<file path="src/hdl/raq_pkg.sv">
// ----------------------------------------------------------------------------
// raq_pkg
// Shared types and constants of the row absmax int6 quantizer.
// ----------------------------------------------------------------------------
package raq_pkg;

    localparam int MAX_ROW_LEN_DEF = 4096;

    localparam int LEN_W    = 13;   // row_length register
    localparam int WEIGHT_W = 16;
    localparam int MAG_W    = 16;   // magnitude 0..32768 fits unsigned
    localparam int CODE_W   = 6;
    localparam int QBITS    = 5;    // quotient 0..31
    localparam int DEN_W    = MAG_W + 1;          // 2 * peak
    localparam int NUM_W    = DEN_W + QBITS - 1;  // 62 * mag + peak < 2^21
    localparam int STEP_W   = $clog2(QBITS);

    localparam logic [LEN_W-1:0] ROW_LEN_RESET = LEN_W'(4096);

    localparam logic OP_LOAD  = 1'b0;
    localparam logic OP_DRAIN = 1'b1;

    typedef enum logic [1:0] {
        ST_IDLE,
        ST_READ,
        ST_DIV,
        ST_DONE
    } raq_state_t;

    typedef struct packed {
        logic load;      // store weight, update peak and count
        logic rd;        // read weight at drain pointer
        logic start;     // set up divider, advance pointer or close the row
        logic step;      // one quotient bit
        logic out_load;  // move result into output register
    } raq_cmd_t;

    typedef struct packed {
        logic row_ready;
        logic out_free;
    } raq_sts_t;

endpackage

</file>
<file path="src/hdl/raq_ctrl.sv">
// ----------------------------------------------------------------------------
// raq_ctrl
// Sequencer: takes one item at a time, runs read, divide and output steps for a drain.
// ----------------------------------------------------------------------------
module raq_ctrl
(
    input  logic              clk,
    input  logic              rst_n,
    input  logic              item_valid,
    input  logic              item_op,
    output logic              item_ready,
    input  raq_pkg::raq_sts_t sts,
    output raq_pkg::raq_cmd_t cmd
);

    raq_pkg::raq_state_t              state_reg, state_next;
    logic [raq_pkg::STEP_W-1:0]       step_reg, step_next;
    logic                             fire;

    always_ff @(posedge clk or negedge rst_n)
    begin
        if (!rst_n)
        begin
            state_reg <= raq_pkg::ST_IDLE;
            step_reg  <= '0;
        end
        else
        begin
            state_reg <= state_next;
            step_reg  <= step_next;
        end
    end

    assign item_ready = (state_reg == raq_pkg::ST_IDLE);
    assign fire       = item_ready && item_valid;

    always_comb
    begin
        state_next = state_reg;
        step_next  = step_reg;
        cmd        = '0;
        unique case (state_reg)
            raq_pkg::ST_IDLE:
            begin
                if (fire)
                begin
                    if (item_op == raq_pkg::OP_LOAD)
                    begin
                        cmd.load = 1'b1;
                    end
                    else if (sts.row_ready)
                    begin
                        // drain with no finished row is taken and dropped
                        cmd.rd     = 1'b1;
                        state_next = raq_pkg::ST_READ;
                    end
                end
            end
            raq_pkg::ST_READ:
            begin
                cmd.start  = 1'b1;
                step_next  = '0;
                state_next = raq_pkg::ST_DIV;
            end
            raq_pkg::ST_DIV:
            begin
                cmd.step  = 1'b1;
                step_next = step_reg + 1'b1;
                if (step_reg == raq_pkg::STEP_W'(raq_pkg::QBITS - 1))
                begin
                    state_next = raq_pkg::ST_DONE;
                end
            end
            raq_pkg::ST_DONE:
            begin
                if (sts.out_free)
                begin
                    cmd.out_load = 1'b1;
                    state_next   = raq_pkg::ST_IDLE;
                end
            end
            default:
            begin
                state_next = raq_pkg::ST_IDLE;
            end
        endcase
    end

endmodule

</file>
<file path="config.mk">
export PLATFORM = sky130hd
export DESIGN_NAME = raq_ctrl
export DESIGN_NICKNAME = d
export VERILOG_FILES = /design/src/hdl/raq_pkg.sv /design/src/hdl/raq_ctrl.sv
export SDC_FILE = /design/constraint.sdc
export NUM_CORES = 1
export LEC_CHECK = 0
export BUFFER_PORTS_ARGS = -buffer_cell sky130_fd_sc_hd__buf_4
export CAP_MARGIN = 20
export CORE_AREA = 2 2 39 41
export DETAILED_ROUTE_END_ITERATION = 7
export DIE_AREA = 0 0 41 43
export GPL_TIMING_DRIVEN = 0
export PLACE_DENSITY = 0.55
export REMOVE_ABC_BUFFERS = 1
export SYNTH_ARGS = -nofsm -noshare
export SYNTH_HDL_FRONTEND = slang
export SYNTH_SLANG_ARGS = --single-unit
</file>
<file path="constraint.sdc">
create_clock -name clk -period 1.5 [get_ports clk]
set_input_delay 0.225 -clock clk [delete_from_list [all_inputs] [get_ports clk]]
set_output_delay 0.225 -clock clk [all_outputs]
set_load 0.05 [all_outputs]
</file>
After elaboration in Yosys (flattened, before gate mapping)
Index checks and enable logic that the tools add are counted.
{"block": "classes", "n_addsub": 1, "n_mul": 0, "div_mod_pow": 0, "n_lt_le_gt_ge": 0, "eq_ne": 9, "shifts": 0, "n_mux": 16, "n_bitwise": 0, "reduce_logical": 4}
{"cell": "2-bit 2-to-1 mux", "n": 7}
{"cell": "2-bit one-hot mux with 4 select lines", "n": 1}
{"cell": "1-bit 2-to-1 mux", "n": 7}
{"cell": "2-bit inequality test (second input constant)", "n": 3}
{"cell": "3-bit one-hot mux with 2 select lines", "n": 1}
{"cell": "5-bit AND reduction", "n": 1}
{"cell": "2-bit == test (second input constant)", "n": 2}
{"cell": "2-bit by 1-bit inequality test with 1-bit output (second input constant)", "n": 2}
{"cell": "3-bit by 1-bit adder with 3-bit output (second input constant)", "n": 1}
{"cell": "3-bit == test (second input constant)", "n": 1}
{"cell": "2-bit by 1-bit == test with 1-bit output (second input constant)", "n": 1}
{"cell": "2-bit zero test", "n": 1}
{"cell": "2-bit nonzero test", "n": 1}
{"cell": "1-bit logical AND", "n": 1}
{"block": "word_totals", "register_bits": 5, "latchBits": 0, "ram_bits": 0, "romBits": 0, "in_bits": 6, "out_inout_bits": 6, "mem_count": 0}

Depth between registers and ports, before layout
Gate-level depths: netlist (run 1).
{"block": "logic_depth", "word_depth": 4, "mapped_depth": 5, "ltp_nobuf": 5}

Worst setup path after synthesis (run 1)
Ideal clock, no wire load.
{"block": "synth_path", "path_kind": "reg2out", "from": "reg state_reg[0]", "to": "out cmd[3] (netlist name)", "t_arrival_ns": 1.891, "required_ns": 1.275, "slack_ns": -0.616, "stages_incl_launch_ff": 5, "path_buffers": 0, "path_cell_list": "dfrtp_1 inv_1 ha_1 nand3_1 nor2_1"}
{"item": "from (decl)", "line_no": "raq_ctrl.sv:16", "text": "raq_pkg::raq_state_t state_reg, state_next;"}
{"item": "from (signal assigned)", "line_no": "raq_ctrl.sv:24", "text": "state_reg <= raq_pkg::ST_IDLE;"}
{"item": "from (signal assigned)", "line_no": "raq_ctrl.sv:29", "text": "state_reg <= state_next;"}
{"item": "to (decl)", "line_no": "raq_ctrl.sv:13", "text": "output raq_pkg::raq_cmd_t cmd"}

==> results of run 1 <==
[power breakdown]
| part | internal, mW | total (mW) | switching [mW] |
|---|---|---|---|
| Clock | 0.100 | 0.151 | 0.0509 |
| Combinational | 0.563 | 1.15 | 0.586 |
| Sequential | 0.197 | 0.246 | 0.0493 |
| Total | 0.860 | 1.55 | 0.686 |
[routing by layer]
| metal | routed length (um) | global-route usage, % | vias up |
|---|---|---|---|
| li1 | - | - | 167 |
| met1 | 328 | 13.1 | 142 |
| met2 | 395 | 15.9 | 12 |
| met3 | 47 | 1.57 | 0 |
| met4 | 0 | 10.0 | 0 |
| met5 | 0 | 0 | - |
[placed cells by master (no fill, tap or decap), types with 2 or more instances in the layout]
master    instances
buf_4            11
buf_6             6
clkbuf_4          3
dfrtp_1           4
ha_1              4
ha_4              3
inv_1             3
mux2i_1           2
nand3_1           2
o21ai_0           2
[cells in the mapped netlist]
cell type	number	share of area, %
dfrtp_1	5	33
a2111oi_4	1	7.2
nor4_1	1	1.6
nor2b_1	1	1.6
a22o_1	1	2.3
nand2_1	1	0.99
inv_1	5	4.9
ha_1	7	23
a21boi_1	1	2.0
nand2_2	1	1.6
nand3_1	3	3.9
nor2b_4	1	3.6
o21ai_0	2	2.6
o21ba_1	1	2.6
nor2_1	2	2.0
and2_1	1	1.6
mux2i_1	2	5.3
[metrics by stage]
stage | cell area, um2 | utilization [%] | power [mW] | worst slack (ns)
after floorplan | 380 | - | 0.838 | -0.616
after detailed placement | 483 | 34.9 | 1.00 | -0.00592
after CTS | 639 | 46.2 | 1.47 | -0.0166
final | 679 | 49.1 | 1.55 | 0.0156
after global routing | 679 | 49.1 | 1.67 | -0.0752
after global placement | 483 | 34.9 | 1.00 | 0.0157
[worst register-to-register path, delay by kind of cell, from the launching register on]
kind	cells	cell delay (ns)
buffers and inverters	1	0.13
DFF	1	0.39
muxes	1	0.24
adders and majority gates	1	0.15
AOI/OAI and AO/OA	2	0.49
[how the worst min path moves through the flow]
| stage | start | end | slack (ns) | cells after the start |
|---|---|---|---|---|
| 6_report | rst_n | step_reg[1] | 0.33 | 2 |
| 4_1_cts | rst_n | step_reg[0] | 0.31 | 2 |
| 2_1_floorplan | rst_n | state_reg[0] | -0.07 | 0 |
| 3_3_place_gp | rst_n | step_reg[1] | 0.03 | 1 |
| 3_5_place_dp | rst_n | step_reg[1] | 0.03 | 1 |
| 5_1_grt | rst_n | step_reg[1] | 0.33 | 2 |
[final cells by class]
| cell class | instances | area [um2] |
|---|---|---|
| clock buffer | 4 | 26.3 |
| inverter | 5 | 21.3 |
| sequential | 5 | 126 |
| tap | 16 | 20.0 |
| multi-input combinational | 26 | 310 |
| fill | 134 | 704 |
| timing repair buffer | 19 | 175 |
[timing repair]
action,CTS,global route
hold buffers,1,0
setup buffers,7,0
resized for setup,15,11
setup endpoints to repair,5,7
endpoints found under the hold margin,5,0
pin swaps,5,3
[kinds of logic after synthesis]
| logic type | synth area share [%] |
|---|---|
| AOI/OAI and AO/OA | 16.8 |
| adders and majority gates | 23.0 |
| buffers and inverters | 4.93 |
| DFF | 32.9 |
| muxes | 5.26 |
| and+or+nand+nor | 17.1 |
==> results by stage, run 1 <==
Timing:
- The worst path uses 99.0% of the clock period.
- The relative slew slack is 80.4%.
- Setup violations remaining at the end of the flow were counted as 0.
- The slew of the pin with the lowest slew margin is 0.295 ns.
- The minimum period implied by the final worst setup slack is 1.48 ns.
- Hold is met by 0.330 ns.
- The highest clock frequency the design can meet is 0.674 GHz.
- The final-report max-slew violation count is 0.
- The number of hold violations in the final report is 0.
- Across the routed clock network, the largest skew measured is 0.000644 ns.
- The final-layout setup total negative slack is 0 ns.
- Setup repair after global routing could not meet its margin everywhere.

Critical path:
- In this run the number of cells on the critical path is 4.
- The signal on the critical path passes through buf_6 -> ha_1 -> and2_4 -> buf_6.
- The critical path is of the reg2out type.
- The arrival time at the worst endpoint is 1.26 ns.
- The kind of cell adding the most delay to the critical path is flip-flops.
- Of all nets on the critical path, the largest fanout is 3.
- The endpoint of the worst register-to-register path is state_reg[1].
- The setup check on the worst reg-to-reg path leaves a slack of 0.02 ns.
- The startpoint identified for the worst register-to-register timing path is state_reg[1].
- STA classifies the critical path startpoint as a flip-flop.
- STA classifies the critical path endpoint as a primary output.
- The number of cells on the worst reg-to-reg path is 5.
- For this design, the slowest cell found on the critical path is dfrtp_2.
- The critical path startpoint is state_reg[0].
- The most repeated library cell on the critical path is buf_6.
- The most critical setup path has its endpoint at cmd[0].
- The required time at the endpoint of the critical path is 1.27 ns.
- The number of buffers and inverters on the critical path is 2.
- The largest single stage delay on the critical path is 0.42 ns.

Power:
- IR analysis of the VDD net gives a maximum drop of 0.000790 V.
- The analysis attributes to cell leakage a power of 0.308 nW.
- The ratio of total power to cell area is 2280 nW/um2.

Route:
- The routed length per placed instance is 10.3 um.
- The DRC marker count from the first detailed-route iteration is 4.
- After detailed routing, the total wire length is 771 um.
- The routed layout has 321 vias.
- The number of remaining DRC errors is 0.
- The length of the first detailed-routing pass in iterations is 2.
- The count of antenna-violating nets left after detailed routing is 0.
- The number of vias per cell is 4.28.

Die:
- 12 I/O pins were placed.
- The area inside the core boundary is 1380 um2.
- After floorplanning, the core was divided into 14 placement rows.
- For this configuration, the core starts out at a cell density of 27.5%.
- In this run the vertical extent of the chip is 43 um.
- The die is 41 um wide.
- The total die area is 1760 um2.

Final layout:
- The final layout contains 73 nets.
- Of the cells placed in the final design, the portion with a size suffix greater than 1 is 59.3%.
- The area growth from synthesis to layout is 78.6%.
- The number of antenna diodes in the final layout is 0.
- The number of flip-flops in the largest register is 3.
- Excluding fillers, the count of instances in the completed layout stands at 75.

Outcome:
- The run finished with clean final reports.

Global routing:
- After global routing the overflow that remains totals 0.
- The global-route wire length before repair is 1240 um.
- The number of antenna violations at the first check in global routing is 0.
- The pin count of the biggest net entering global routing is 7.
- The number of global-route vias before repair is 306.
- The global routing usage summed across all routing layers is 11.0%.

Yosys:
- Synthesis handed over a netlist of 36 instances.
- The number of distinct library cells after synthesis is 17.
- Synthesis inferred 5 register bits.
- The Yosys step of the flow raised 0 warnings.
- A synthesized cell averages 10.6 um2.
- In this run the cell area of the synthesized design comes to 380 um2.
- For this run, the register share of the synthesized area comes to 32.9%.

CTS:
- The clock net in this run drives a total of 5 sinks.
- The clock transition at the registers of the reported paths is 0.04 ns.
- Counting the buffers created by CTS gives 3.
- The H-tree depth is 1.
- The clock tree from TritonCTS is yes.
- In this run the deepest clock path goes through 2 buffers.
- Clock latency on the worst-skew pair, taken at its later pin, is 0.24 ns.
- The cell sitting at the root of the clock tree is a clkbuf_4.

Place:
- The sum of net half-perimeters after detailed placement is 501 um.
- Once placement completed, the tool counted placed cells totaling 63.
- Port buffering added 11 buffers.
- The congestion estimate from routability-driven global placement came to 0.650.

Flow run:
- The max-capacitance violation count is 0.

Hold path:
- The worst hold-check path type is in2async.
Power figures use the tool's default switching activity.
==> run 2: changes to the inputs <==
--- a/config.mk
+++ b/config.mk
@@ -11,6 +11,7 @@
 export DETAILED_ROUTE_END_ITERATION = 7
 export DIE_AREA = 0 0 41 43
 export GPL_TIMING_DRIVEN = 0
+export MAX_ROUTING_LAYER = met4
 export PLACE_DENSITY = 0.55
 export REMOVE_ABC_BUFFERS = 1
 export SYNTH_ARGS = -nofsm -noshare
==> run 2 against run 1 <==
Compared with the run above:
- utilization did not move
- register-to-register slack barely moved
- via count stayed put
- critical path depth is the same
- sequential power is essentially flat
- first-iteration DRC count is the same
- die area unchanged
- worst setup slack stayed put
- fmax is the same
- final cell count stayed put
- highest routed layer unchanged
==> results by stage, run 2 (same netlist as run 1, synthesis figures left out) <==
Outcome:
- The run finished with clean final reports.

Final layout:
- The area added between synthesis and finish was 78.6% (unchanged).
- The final net count came to 73 (unchanged).
- The share of final-layout standard cells stronger than drive strength 1 is 59.3% (unchanged).
- The number of flip-flops in the largest register was 3 (unchanged).
- In the layout the commonest cells are buf_4, buf_6, ha_1, dfrtp_1.
- Leaving out fill and tap cells, the most frequent cell in the layout is buf_4.
- The number of diodes added for antenna fixing was 0 (unchanged).
- The post-route core utilization was 49.1% (unchanged).
- The post-route cell area is 679 um2 (unchanged).

Flow run:
- The max-capacitance violation count is 0 (unchanged).

Critical path:
- The maximum single-stage delay on the critical path is 0.42 ns (about the same).
- The arrival time at the worst endpoint is 1.26 ns (about the same).
- The number of buffers and inverters on the critical path was 2 (unchanged).
- The required time at the endpoint of the critical path is 1.27 ns (about the same).
- In this design, the critical path's most frequently occurring cell is buf_6.
- STA classifies the critical path endpoint as a primary output.
- The signal on the critical path passes through buf_6 -> ha_1 -> and2_4 -> buf_6.
- The worst-path maximum fanout is 3 (unchanged).
- The slowest stage of the critical path is the dfrtp_2 cell.
- In this design, the largest share of critical-path delay is due to flip-flops.
- STA classifies the critical path startpoint as a flip-flop.
- The critical path is of the reg2out type.

Route:
- The number of vias per cell was 4.28 (unchanged).
- The length of the first detailed-routing pass in iterations is 2 (unchanged).
- The count of antenna-violating nets left after detailed routing came to 0 (unchanged).
- The via count was 321 (unchanged).
- The routed length per placed instance came to 10.3 um (unchanged).
- The total wire length is 771 um (unchanged).
- The number of remaining DRC errors is 0 (unchanged).
- The DRC marker count from the first detailed-route iteration was 4 (unchanged).

Timing:
- The number of failing setup endpoints in the final timing report came to 0 (unchanged).
- The final-report max-slew violation count is 0 (unchanged).
- The minimum period implied by the final worst setup slack is 1.48 ns (unchanged).
- The number of hold violations in the final report was 0 (unchanged).
- The clock skew after layout is 0.000644 ns (unchanged).
- Setup repair after global routing could not meet its margin everywhere.
- The slew of the pin with the lowest slew margin is 0.295 ns (+0.0000522 ns).
- The final critical-path share of the clock period is 99.0% (unchanged).
- The relative slew slack came to 80.4% (about the same).
- The highest clock frequency the design can meet is 0.674 GHz (unchanged).

Die:
- The starting utilization of the core area is 27.5% (unchanged).
- The die extent in x is 41 um (unchanged).
- The number of cell rows came to 14 (unchanged).
- The total die area is 1760 um2 (unchanged).
- The boundary pin count is 12 (unchanged).
- The area inside the core boundary came to 1380 um2 (unchanged).
- The height of the die came to 43 um (unchanged).

CTS:
- The H-tree depth is 1 (unchanged).
- The total clock sinks is 5 (unchanged).
- The number of buffers created by CTS was 3 (unchanged).
- In this run the clock root is driven by a clkbuf_4.
- The clock latency on the worst-skew pair was 0.24 ns (about the same).
- The buffer levels on the longest clock path was 2 (unchanged).
- The clock transition at the registers of the reported paths was 0.04 ns (about the same).
- The clock tree from TritonCTS is yes.

Global routing:
- The global-route wire length before repair came to 1230 um (-0.57%).
- The number of global-route vias before repair was 307 (+0.33%).
- The pin count of the biggest net entering global routing is 7 (unchanged).
- The global routing usage summed across all routing layers is 11.3% (+0.27 points).
- The number of antenna violations at the first check in global routing came to 0 (unchanged).
- The remaining global-route overflow is 0 (unchanged).

Place:
- The sum of net half-perimeters after detailed placement is 501 um (unchanged).
- The number of buffer cells added on primary ports came to 11 (unchanged).
- The routability congestion estimate from global placement is 0.655 (+0.88%).
- The placement-stage cell area is 483 um2 (unchanged).

Power:
- The total leakage power was 0.308 nW (unchanged).
- The ratio of total power to cell area is 2280 nW/um2 (about the same).
- The worst ir drop on vdd was 0.000790 V (about the same).

Hold path:
- The worst hold path belongs to the class in2async.
run 2: cell counts in the layout (fill, tap and decap cells not counted):
No cell type changed its count.
run 2: what timing repair did:
action / CTS / global route
setup buffers: 7 / 0
endpoints found under the setup margin: 5 / 7
hold buffers: 1 / 0
gates resized for setup: 15 / 11
endpoints found under the hold margin: 5 / 0
pin swaps: 5 / 3
run 2: layout make-up:
| class | count | area (um2) |
|---|---|---|
| Tap cell | 16 | 20.0 |
| Timing Repair Buffer | 19 | 175 |
| Clock buffer | 4 | 26.3 |
| Multi-Input combinational cell | 26 | 310 |
| Sequential cell | 5 | 126 |
| Inverter | 5 | 21.3 |
| Fill cell | 134 | 704 |
run 2: worst reg2reg max path: stages, from the launching register on:
cell and delay, ns:
dfrtp_1 0.39, buf_6 0.13, ha_4 0.15, a21boi_4 0.14, a2111oi_4 0.35, mux2i_1 0.24
run 2: where the power goes:
part | switching (mW) | internal (mW) | total (mW) | leakage, nW
Combinational | 0.586 | 0.563 | 1.15 | 0.230
Clock | 0.0509 | 0.100 | 0.151 | 0.0150
Sequential | 0.0493 | 0.197 | 0.246 | 0.0633
run 2: worst paths after layout:
check	depth (start not counted)	to	slack [ns]	start
min in group clk	4	state_reg[1]	0.43	sts[1]
max in group asynchronous	2	state_reg[0]	1.05	rst_n
max	4	cmd[0]	0.02	state_reg[0]
max reg2reg	5	state_reg[1]	0.02	state_reg[1]
min	2	step_reg[1]	0.33	rst_n
min reg2reg	2	step_reg[1]	0.57	step_reg[1]
run 2: layer usage:
layer	GRT usage (%)	vias to the layer above	share of wire [%]
met5	-	-	0
met4	10.0	0	0
met3	1.57	0	6.1
met2	15.9	12	51
met1	13.1	142	43
li1	-	167	-
run 2: through the flow:
stage	instances	setup WS, ns	power (mW)	hold slack [ns]	setup TNS, ns
after detailed placement	63	-0.00592	1.00	0.0305	-0.00592
after floorplan	36	-0.616	0.838	-0.0706	-1.61
final	75	0.0156	1.55	0.330	0
after CTS	75	-0.0166	1.47	0.312	-0.0231
after global routing	75	-0.0752	1.67	0.331	-0.204
after global placement	63	0.0157	1.00	0.0306	0
==> run 3: changes to the inputs <==
--- a/config.mk
+++ b/config.mk
@@ -13,6 +13,7 @@
 export GPL_TIMING_DRIVEN = 0
 export MAX_ROUTING_LAYER = met4
 export PLACE_DENSITY = 0.55
+export RECOVER_POWER = 100
 export REMOVE_ABC_BUFFERS = 1
 export SYNTH_ARGS = -nofsm -noshare
 export SYNTH_HDL_FRONTEND = slang
==> run 3 against run 2 <==
Compared with the run above:
- global-route usage unchanged
- power is essentially flat
- sequential power barely moved
- fmax did not move
- critical path type unchanged
- clock skew about the same
- hold slack better by 0.043 ns
- final cell count unchanged
- critical endpoint unchanged
- highest routed layer unchanged
- combinational power about the same
- utilization down 0.27 points
- count of clock-buffer cells in the layout did not move
- largest power group unchanged
==> results by stage, run 3 (same netlist as run 1, synthesis figures left out) <==
Route:
- The routed length per placed instance is 10.3 um (unchanged).
- The count of antenna-violating nets left after detailed routing is 0 (unchanged).
- The length of the first detailed-routing pass in iterations is 2 (unchanged).
- The number of remaining DRC errors was 0 (unchanged).
- The via count is 321 (unchanged).
- The DRC marker count from the first detailed-route iteration is 4 (unchanged).
- The number of vias per cell was 4.28 (unchanged).
- The total wire length was 771 um (unchanged).

Timing:
- The slew of the pin with the lowest slew margin was 0.295 ns (unchanged).
- The final critical-path share of the clock period is 99.0% (unchanged).
- The highest clock frequency the design can meet is 0.674 GHz (unchanged).
- The number of hold violations in the final report was 0 (unchanged).
- Setup repair after global routing could not meet its margin everywhere.
- The number of failing setup endpoints in the final timing report is 0 (unchanged).
- The final-layout setup total negative slack came to 0 ns (unchanged).
- The minimum period implied by the final worst setup slack is 1.48 ns (unchanged).
- The clock skew after layout is 0.000885 ns (+0.000242 ns).
- The relative slew slack was 80.4% (unchanged).
- The final-report max-slew violation count is 0 (unchanged).

Die:
- The boundary pin count came to 12 (unchanged).
- The die extent in x came to 41 um (unchanged).
- The area inside the core boundary came to 1380 um2 (unchanged).
- The total die area is 1760 um2 (unchanged).
- The height of the die is 43 um (unchanged).
- The starting utilization of the core area is 27.5% (unchanged).
- The number of cell rows is 14 (unchanged).

CTS:
- The number of buffers created by CTS is 3 (unchanged).
- The clock transition at the registers of the reported paths was 0.04 ns (about the same).
- The H-tree depth was 1 (unchanged).
- The total clock sinks is 5 (unchanged).
- The clock latency on the worst-skew pair was 0.24 ns (about the same).
- The clock tree root buffer cell is clkbuf_4.
- The buffer levels on the longest clock path is 2 (unchanged).
- The clock tree from TritonCTS is yes.

Critical path:
- The number of buffers and inverters on the critical path was 2 (unchanged).
- The maximum single-stage delay on the critical path is 0.42 ns (about the same).
- The required time at the endpoint of the critical path is 1.27 ns (about the same).
- The slowest stage of the critical path belongs to the cell dfrtp_2.
- The sort of element at the end of the critical path is a primary output.
- Counting stages on the worst path, the most repeated cell is buf_6.
- The critical path goes through buf_6 -> ha_1 -> and2_4 -> buf_6.
- STA classifies the critical path startpoint as a flip-flop.
- The arrival time at the worst endpoint was 1.26 ns (about the same).
- On the critical path the largest part of the delay comes from flip-flops.
- The setup path with the least slack is of type reg2out.
- The worst-path maximum fanout was 3 (unchanged).

Power:
- The total power is 1.54 mW (about the same).
- The ratio of total power to cell area is 2290 nW/um2 (+0.49%).
- The total leakage power is 0.305 nW (-1.2%).
- The worst ir drop on vdd came to 0.000790 V (about the same).

Place:
- The sum of net half-perimeters after detailed placement was 501 um (unchanged).
- The number of buffer cells added on primary ports is 11 (unchanged).
- The routability congestion estimate from global placement is 0.655 (unchanged).
- The placement-stage cell area is 483 um2 (unchanged).

Final layout:
- The number of fillers in the final layout was 134 (unchanged).
- The post-route core utilization is 48.8% (-0.27 points).
- The number of flip-flops in the largest register is 3 (unchanged).
- The number of diodes added for antenna fixing was 0 (unchanged).
- The most common library cell in the layout ignoring fill and taps is buf_4.
- From synthesis to final layout, the design area changed by 77.6%.
- The post-route cell area came to 676 um2 (-0.55%).
- In the layout the commonest cells are buf_4, buf_6, ha_1, dfrtp_1.
- The share of final-layout standard cells stronger than drive strength 1 is 57.6% (-1.7 points).
- The final net count came to 73 (unchanged).

Global routing:
- The global routing usage summed across all routing layers was 11.3% (unchanged).
- The remaining global-route overflow was 0 (unchanged).
- The pin count of the biggest net entering global routing is 7 (unchanged).
- The number of global-route vias before repair is 307 (unchanged).
- The number of antenna violations at the first check in global routing was 0 (unchanged).
- The global-route wire length before repair is 1230 um (unchanged).

Flow run:
- The max-capacitance violation count is 0 (unchanged).

Outcome:
- The run finished with clean final reports.

Hold path:
- The worst hold-check path type is in2async.
## run 3: area by class of cell
cell class	count	area [um2]	area share, %
clock buffer	4	26.3	3.89
multi-input combinational	26	310	45.9
sequential	5	126	18.7
inverter	5	21.3	3.15
timing repair buffer	19	171	25.4
tap	16	20.0	2.96
## run 3: through the flow
stage                     worst slack, ns  hold WS (ns)  cells
after floorplan                    -0.616       -0.0706     36
after global placement             0.0157        0.0306     63
after detailed placement         -0.00592        0.0305     63
after CTS                         -0.0166         0.312     75
after global routing              -0.0752         0.401     75
final                              0.0156         0.373     75
## run 3: where the power goes
| part | internal (mW) | switching [mW] | total [mW] |
|---|---|---|---|
| sequential | 0.197 | 0.0493 | 0.246 |
| clock | 0.100 | 0.0511 | 0.151 |
| combinational | 0.561 | 0.585 | 1.15 |
## run 3: worst register-to-register path: cells and delay by family (launching register included)
family                   cells  cell delay, ns
flip-flops                   1            0.39
multiplexers                 1            0.24
adder cells (fa/ha/maj)      1            0.15
buffers and inverters        1            0.13
AO/OA/AOI/OAI                2            0.49
## run 3: repair_timing
action | in CTS | in global routing
gates cloned | 0 | 0
gates resized for setup | 15 | 11
buffers inserted | 7 | 0
hold buffers | 1 | 0
endpoints found under the setup margin | 5 | 7
endpoints found under the hold margin | 5 | 0
pin swaps | 5 | 3
## run 3: routing by layer
| layer | vias to the layer above | global-route usage, % | part of all wire, % |
|---|---|---|---|
| li1 | 167 | - | - |
| met1 | 142 | 13.1 | 43 |
| met2 | 12 | 15.9 | 51 |
| met3 | 0 | 1.57 | 6.1 |
| met4 | 0 | 10.0 | 0 |
| met5 | - | - | 0 |
## run 3: final timing paths
kind / from / slack [ns] / depth (start not counted) / to
max: state_reg[0] / 0.02 / 4 / cmd[0]
min: rst_n / 0.37 / 2 / step_reg[1]
max reg2reg: state_reg[1] / 0.02 / 5 / state_reg[1]
min reg2reg: step_reg[1] / 0.57 / 2 / step_reg[1]
max in group asynchronous: rst_n / 0.90 / 2 / state_reg[0]
min in group clk: sts[1] / 0.43 / 4 / state_reg[1]
